==> src/rtl/core/svm_pkg.sv <==
// Package for the stack machine execute block: types, opcodes, status codes.
// No dependencies; used by every file under rtl/core except svm_if and svm_div.
package svm_pkg;

  localparam int unsigned STACK_DEPTH_DEF = 2048;
  localparam logic [31:0] FRAME_WORDS = 32'd5;

  typedef enum logic [3:0] {
    OP_LIT = 4'd0, OP_LOD = 4'd1, OP_STO = 4'd2, OP_MVX = 4'd3,
    OP_OPR = 4'd4, OP_INT = 4'd5, OP_CAL = 4'd6, OP_RTN = 4'd7,
    OP_JMP = 4'd8, OP_JPC = 4'd9, OP_GET = 4'd10, OP_PUT = 4'd11
  } opcode_t;

  typedef enum logic [2:0] {
    ST_OK = 3'd0, ST_ILL_OPC = 3'd1, ST_ILL_OPR = 3'd2,
    ST_DIV_ZERO = 3'd3, ST_RANGE = 3'd4
  } status_t;

  localparam logic [31:0] OPR_NEG = 32'd0, OPR_ADD = 32'd1, OPR_SUB = 32'd2,
    OPR_MUL = 32'd3, OPR_DIV = 32'd4, OPR_EQ = 32'd5, OPR_NE = 32'd6,
    OPR_LT = 32'd7, OPR_LE = 32'd8, OPR_GT = 32'd9, OPR_GE = 32'd10;

  localparam logic [2:0] SEL_PC = 3'd0, SEL_FB = 3'd1, SEL_SP = 3'd2,
    SEL_X3 = 3'd3, SEL_X4 = 3'd4;

  typedef struct packed {
    logic [3:0]  opcode;
    logic [2:0]  base_sel;
    logic [2:0]  index_sel;
    logic [31:0] operand;
    logic [31:0] get_value;
    logic        legal;
  } instr_t;

  typedef struct packed {
    logic [31:0] next_pc;
    logic        put_valid;
    logic [31:0] put_value;
    logic [31:0] top_value;
    logic [2:0]  status;
  } result_t;

  typedef enum logic [3:0] {
    EX_IDLE, EX_CLEAR, EX_RD1, EX_RD2, EX_RD3, EX_RD4, EX_CALC, EX_DIV,
    EX_WR, EX_WR2, EX_WR3, EX_WR4, EX_TOP, EX_TOPW, EX_OUT
  } ex_state_t;

endpackage

==> src/rtl/core/svm_if.sv <==
// Valid/ready channel interfaces for instructions and results.
// No dependencies.
interface svm_in_if;
  logic              valid;
  logic              ready;
  logic [3:0]        opcode;
  logic [2:0]        base_sel;
  logic [2:0]        index_sel;
  logic signed [31:0] operand;
  logic signed [31:0] get_value;
  modport source (output valid, opcode, base_sel, index_sel, operand, get_value,
                  input ready);
  modport sink (input valid, opcode, base_sel, index_sel, operand, get_value,
                output ready);
endinterface


==> src/rtl/core/svm_front.sv <==
// Front end: accepts instructions, flags illegal opcodes, feeds a two-entry queue.
// Depends on svm_pkg and svm_in_if.
module svm_front (
  input  logic         clk,
  input  logic         rst,
  svm_in_if.sink       in_ch,
  output svm_pkg::instr_t q_data,
  output logic         q_valid,
  input  logic         q_pop
);
  import svm_pkg::*;

  instr_t      slot [2];
  logic        rd_ptr, wr_ptr;
  logic [1:0]  count;
  instr_t      ins;
  logic        push;

  always_comb begin
    ins.opcode    = in_ch.opcode;
    ins.base_sel  = in_ch.base_sel;
    ins.index_sel = in_ch.index_sel;
    ins.operand   = in_ch.operand;
    ins.get_value = in_ch.get_value;
    ins.legal     = in_ch.opcode <= OP_PUT;
  end

  assign in_ch.ready = count != 2'd2;
  assign push    = in_ch.valid && in_ch.ready;
  assign q_valid = count != 2'd0;
  assign q_data  = slot[rd_ptr];

  always_ff @(posedge clk) begin
    if (push) slot[wr_ptr] <= ins;
    if (rst) begin
      rd_ptr <= 1'b0;
      wr_ptr <= 1'b0;
      count  <= 2'd0;
    end else begin
      if (push) wr_ptr <= ~wr_ptr;
      if (q_pop) rd_ptr <= ~rd_ptr;
      count <= count + 2'(push) - 2'(q_pop);
    end
  end
endmodule

==> src/flat_wrapper.sv <==
// flat-port wrapper written by rule: the top's interface ports become plain ports
module svm_front_flat import svm_pkg::*;
  (clk, rst, q_data, q_valid, q_pop, in_ch_valid, in_ch_opcode, in_ch_base_sel, in_ch_index_sel, in_ch_operand, in_ch_get_value, in_ch_ready);
  svm_in_if in_ch_i ();
  input  logic clk;
  input  logic rst;
  output svm_pkg::instr_t q_data;
  output logic q_valid;
  input  logic q_pop;
  input wire logic [$bits(in_ch_i.valid)-1:0] in_ch_valid;
  input wire logic [$bits(in_ch_i.opcode)-1:0] in_ch_opcode;
  input wire logic [$bits(in_ch_i.base_sel)-1:0] in_ch_base_sel;
  input wire logic [$bits(in_ch_i.index_sel)-1:0] in_ch_index_sel;
  input wire logic [$bits(in_ch_i.operand)-1:0] in_ch_operand;
  input wire logic [$bits(in_ch_i.get_value)-1:0] in_ch_get_value;
  output wire logic [$bits(in_ch_i.ready)-1:0] in_ch_ready;
  assign in_ch_i.valid = in_ch_valid;
  assign in_ch_i.opcode = in_ch_opcode;
  assign in_ch_i.base_sel = in_ch_base_sel;
  assign in_ch_i.index_sel = in_ch_index_sel;
  assign in_ch_i.operand = in_ch_operand;
  assign in_ch_i.get_value = in_ch_get_value;
  assign in_ch_ready = in_ch_i.ready;
  svm_front u_core (.clk(clk), .rst(rst), .in_ch(in_ch_i), .q_data(q_data), .q_valid(q_valid), .q_pop(q_pop));
endmodule
==> config.mk <==
export PLATFORM = sky130hd
export DESIGN_NAME = svm_front_flat
export DESIGN_NICKNAME = d
export VERILOG_FILES = /design/src/rtl/core/svm_pkg.sv /design/src/rtl/core/svm_if.sv /design/src/rtl/core/svm_front.sv /design/src/flat_wrapper.sv
export SDC_FILE = /design/constraint.sdc
export NUM_CORES = 1
export LEC_CHECK = 0
export BUFFER_PORTS_ARGS = -buffer_cell sky130_fd_sc_hd__clkbuf_2
export CORE_UTILIZATION = 56
export CTS_BUF_LIST = sky130_fd_sc_hd__clkbuf_4 sky130_fd_sc_hd__clkbuf_8 sky130_fd_sc_hd__clkbuf_16
export CTS_CLUSTER_SIZE = 28
export DETAILED_ROUTE_END_ITERATION = 7
export HOLD_SLACK_MARGIN = 0.1
export PLACE_DENSITY_LB_ADDON = 0.08
export SLEW_MARGIN = 40
export SYNTH_ARGS = -nofsm -noshare
export SYNTH_HDL_FRONTEND = slang
export SYNTH_SLANG_ARGS = --single-unit
export TNS_END_PERCENT = 20
==> constraint.sdc <==
create_clock -name clk -period 8.45 [get_ports clk]
set_clock_uncertainty 0.2 [all_clocks]
set_input_delay 0.845 -clock clk [delete_from_list [all_inputs] [get_ports clk]]
set_output_delay 0.845 -clock clk [all_outputs]
set_load 0.02 [all_outputs]
Yosys cells after proc, flatten, opt, wreduce, memory -nomap -nowiden
Memory sizes are Yosys's and may differ from the RTL's. A register that Yosys moved wholly into a read port is not among the register bits.
Cells that the tools add are included.

cells by class
  bitwise logic cells = 2
  reductions and logical operators = 2
  multiplexer cells = 4
  order comparisons = 1
  add/subtract/negate cells = 2
  equality and inequality tests = 1

operators with widths
  operator                                     number
  4-bit <= comparator (second input constant)  1
  1-bit two-way mux                            4
  2-bit by 1-bit adder with 2-bit output       1
  2-bit != test (second input constant)        1
  1-bit NOT                                    2
  2-bit nonzero test                           1
  2-bit by 1-bit subtractor with 2-bit output  1
  1-bit logical AND                            1

word-level totals
  register bits = 4
  word-level logic and storage cells = 16
  bits in writable memories = 150
  output and inout bits = 77
  bits of input ports = 78
  memories kept = 1

memories
  name         words  bits a word  read ports  clocked after Yosys merged registers in  write ports  RTL line         source
  u_core.slot  2      75           1           1                                        1            svm_front.sv:13  instr_t slot [2];

Depth between registers and ports, before layout
  depth after elaboration = 4
  gate-level depth with buffers = 5
  gate-level depth less buffers = 5

Worst setup path before layout
No wires, ideal clock.

  kind = input to register
  start point = input in_ch_valid
  end point = memory u_core.slot[1][0] (netlist bit) (enable)
  cell stages on the path = 1
  buffers on the path = 0
  arrival = 2.647 ns
  setup slack = 5.161 ns
  data required time = 7.808 ns
  setup time = 0.442 ns
  cell sequence = and3_1

on the way
  longest elaborated chain between the ends = 3

ends and longest elaborated chain
  element                                  RTL line            source
  start, declared                          flat_wrapper.sv:10  input wire logic [$bits(in_ch_i.valid)-1:0] in_ch_valid;
  1-bit logical AND                        svm_front.sv:29     assign push = in_ch.valid && in_ch.ready;
  1-bit two-way mux                        svm_front.sv:34     if (push) slot[wr_ptr] <= ins;
  1-bit two-way mux (implied by the code)  svm_front.sv:34
  end, declared                            svm_front.sv:13

Every way passes these cells.

==> results.toml <==
[finish]
fin_cells = 572
fillerInstances = 650
drive_above_1_share_pct = 60.1
fin_util_pct = 73.0
area_delta_synth_final_pct = 25.9
layout.nets = 508
multi_input_area_um2 = 983
seq_area_um2 = 4610
n_antenna_cell = 0

[critical_path]
start_kind = "register"
r2r_setup_slack_ns = 6.00
crit_required_ns = 7.40
cp.arrival_ns = 1.77
rr_worst_depth = 4
r2r-start = "u_core.count[0]"
end_kind = "output port"
worstPathMaxFanout = 33
criticalPathCategory = "reg2out"
r2r_end = "u_core.slot[0][74]"

[cts]
cts-root-buf = "clkbuf_8"
clock_sinks = 155
htree_num_levels = 4
clk_latency_ns = 0.51
cts-hold-fix-buffers = 0
cts_made_buffers = 17
cts_max_path_buffers = 2
cts_setup_buffers = 0
cts.repair.resized = 0
cts_tree = "built"
path_clk_slew_ns = 0.06

[yosys]
synth_seq_cells = 155
yosysWarnings = 0
syn_inst = 260
synth_cell_type_count = 23
ys_seq_area_share_pct = 81.3
synth_area_per_cell_um2 = 21.8
syn_area_um2 = 5660
synth_fp_nets = 339

[floorplanning]
core-area_um2 = 9770
die_area_um2 = 10500
io_pins = 155
die_h_um = 103
die_w_um = 103
start_util_pct = 57.9
num_rows = 36

[route]
drt_iter0_drc = 130
finalWirelength_mm = 9.42
vias = 2900
post_drt_wl_per_cell_um = 16.5
firstDrtPassIters = 4
vias_per_cell = 5.07
drcViolationCount = 0
final_antenna_net_count = 0

[sta]
hold_ws_ns = 0.307
final.min_clock_period_ns = 2.81
fmax_mhz = 355
slew_viol_final = 0
tightest_slew_ns = 0.655
rsz0062_at_grt = "no"
setup_viol = 0
min_period_over_period_pct = 33.3
maxSlewHeadroom_pct = 56.3
hold_violations = 0
fin_setup_tns_ns = 0

[placement]
port_buffers = 154
dpl.cell_count = 543
gp_congestion = 0.699
hpwl_mm = 5.99

[status]
status = "finished, final reports clean"

[min_path]
hold-path-cell-count = 1
worstHoldStart = "in_ch_get_value[27]"
hold_path_class = "in2reg"
holdPathEnd = "u_core.slot[1][28]"

[pwr]
ir_drop_uv = 148
p_leak_nw = 2.71
pwr_density_cell_nw_per_um2 = 261

[grt]
antenna_found_initial = 1
grt_pass1_vias = 2797
grt_max_degree = 51
grt_usage_pct = 18.9
grt_pass1_wl_mm = 13.9
gr-total-overflow = 0

[flow_run]
max_cap_viol_count = 0
## layout make-up
class	count	area share, %
inverters	2	0.105
repair buffers	158	11.8
multi-input cells	95	13.8
flip-flops and latches	155	64.6
clock inverters	11	1.49
well taps	133	2.33
clock buffers	18	5.91
## registers in the layout (all words and copies together), names as in the netlist, named ones only
name and cells:
u_core.rd_ptr 1, u_core.count 2, u_core.wr_ptr 1, u_core.slot 150
## per-layer routing
| metal | up-vias | wire, um | global-route usage [%] |
|---|---|---|---|
| met5 | - | 13 | 0 |
| met3 | 14 | 731 | 8.07 |
| met4 | 2 | 146 | 9.23 |
| met2 | 99 | 4720 | 29.5 |
| li1 | 1376 | - | - |
| met1 | 1409 | 3800 | 22.7 |
## how the worst max path moves through the flow
stage / slack [ns] / cells past startpoint / endpoint / startpoint
4_1_cts: 5.59 / 3 / q_data[16] / register
2_1_floorplan: 5.16 / 1 / u_core.slot[1][0] / in_ch_valid
6_report: 5.64 / 3 / q_data[16] / register
5_1_grt: 5.55 / 3 / q_data[16] / register
3_3_place_gp: 5.63 / 4 / u_core.slot[0][68] / in_ch_valid
3_5_place_dp: 5.60 / 4 / u_core.slot[0][67] / in_ch_valid
## placed cells by master, fill, tap and decap left out, drive strengths merged, types with 2 or more instances in the layout
cell and n:
a21oi 2, buf 4, bufinv 2, clkbuf 172, clkinv 7, clkinvlp 2, dfxtp 5, edfxtp 150
inv 2, mux2 76, nand2 2, nor2 3
## per-stage QoR
stage | total power [mW] | setup WS [ns] | instance area [um2]
after floorplan | 1.11 | 5.16 | 5660
after global placement | 1.19 | 5.63 | 6540
after detailed placement | 1.20 | 5.60 | 6600
after CTS | 1.88 | 5.59 | 7130
after global routing | 1.93 | 5.55 | 7130
final | 1.86 | 5.64 | 7130
## cells by family (layout without fill, tap and decap cells)
logic type	count (synthesis)	after routing	share of synthesized area, %
simple gates	12	12	1.13
mux	77	77	15.3
fa+ha+maj	1	1	0.221
buf+inv	10	189	1.44
xor+xnor	1	1	0.155
flops	155	155	81.3
compound gates	4	4	0.486
## cells in the mapped netlist
| cell | count | area (um2) |
|---|---|---|
| a21o_1 | 1 | 7.51 |
| nand2b_1 | 1 | 6.26 |
| edfxtp_1 | 150 | 4500 |
| and3_1 | 1 | 6.26 |
| ha_1 | 1 | 12.5 |
| buf_4 | 1 | 7.51 |
| nand3_1 | 1 | 5.00 |
| inv_1 | 2 | 7.51 |
| nor2b_1 | 1 | 6.26 |
| mux2_1 | 1 | 11.3 |
| buf_2 | 2 | 10.0 |
| nor2_1 | 3 | 11.3 |
| dfxtp_1 | 5 | 100 |
| xnor2_1 | 1 | 8.76 |
| mux2i_1 | 1 | 10.0 |
| mux2_2 | 75 | 845 |
| or2_2 | 1 | 6.26 |
| and2b_1 | 1 | 7.51 |
| buf_6 | 5 | 56.3 |
| a21oi_1 | 2 | 10.0 |
| nand3b_1 | 1 | 7.51 |
| a21bo_2 | 1 | 10.0 |
| nand2_1 | 2 | 7.51 |
## critical path: stages, from the launching register on
cell	delay, ns
dfxtp_4	0.46
buf_12	0.24
mux2_2	0.37
clkbuf_2	0.16
## power by group
group,switching (mW),internal (mW)
combinational,0.151,0.0994
sequential,0.0152,0.913
clock,0.270,0.412
total,0.436,1.42
No activity file was read; power rests on OpenSTA's default activity.
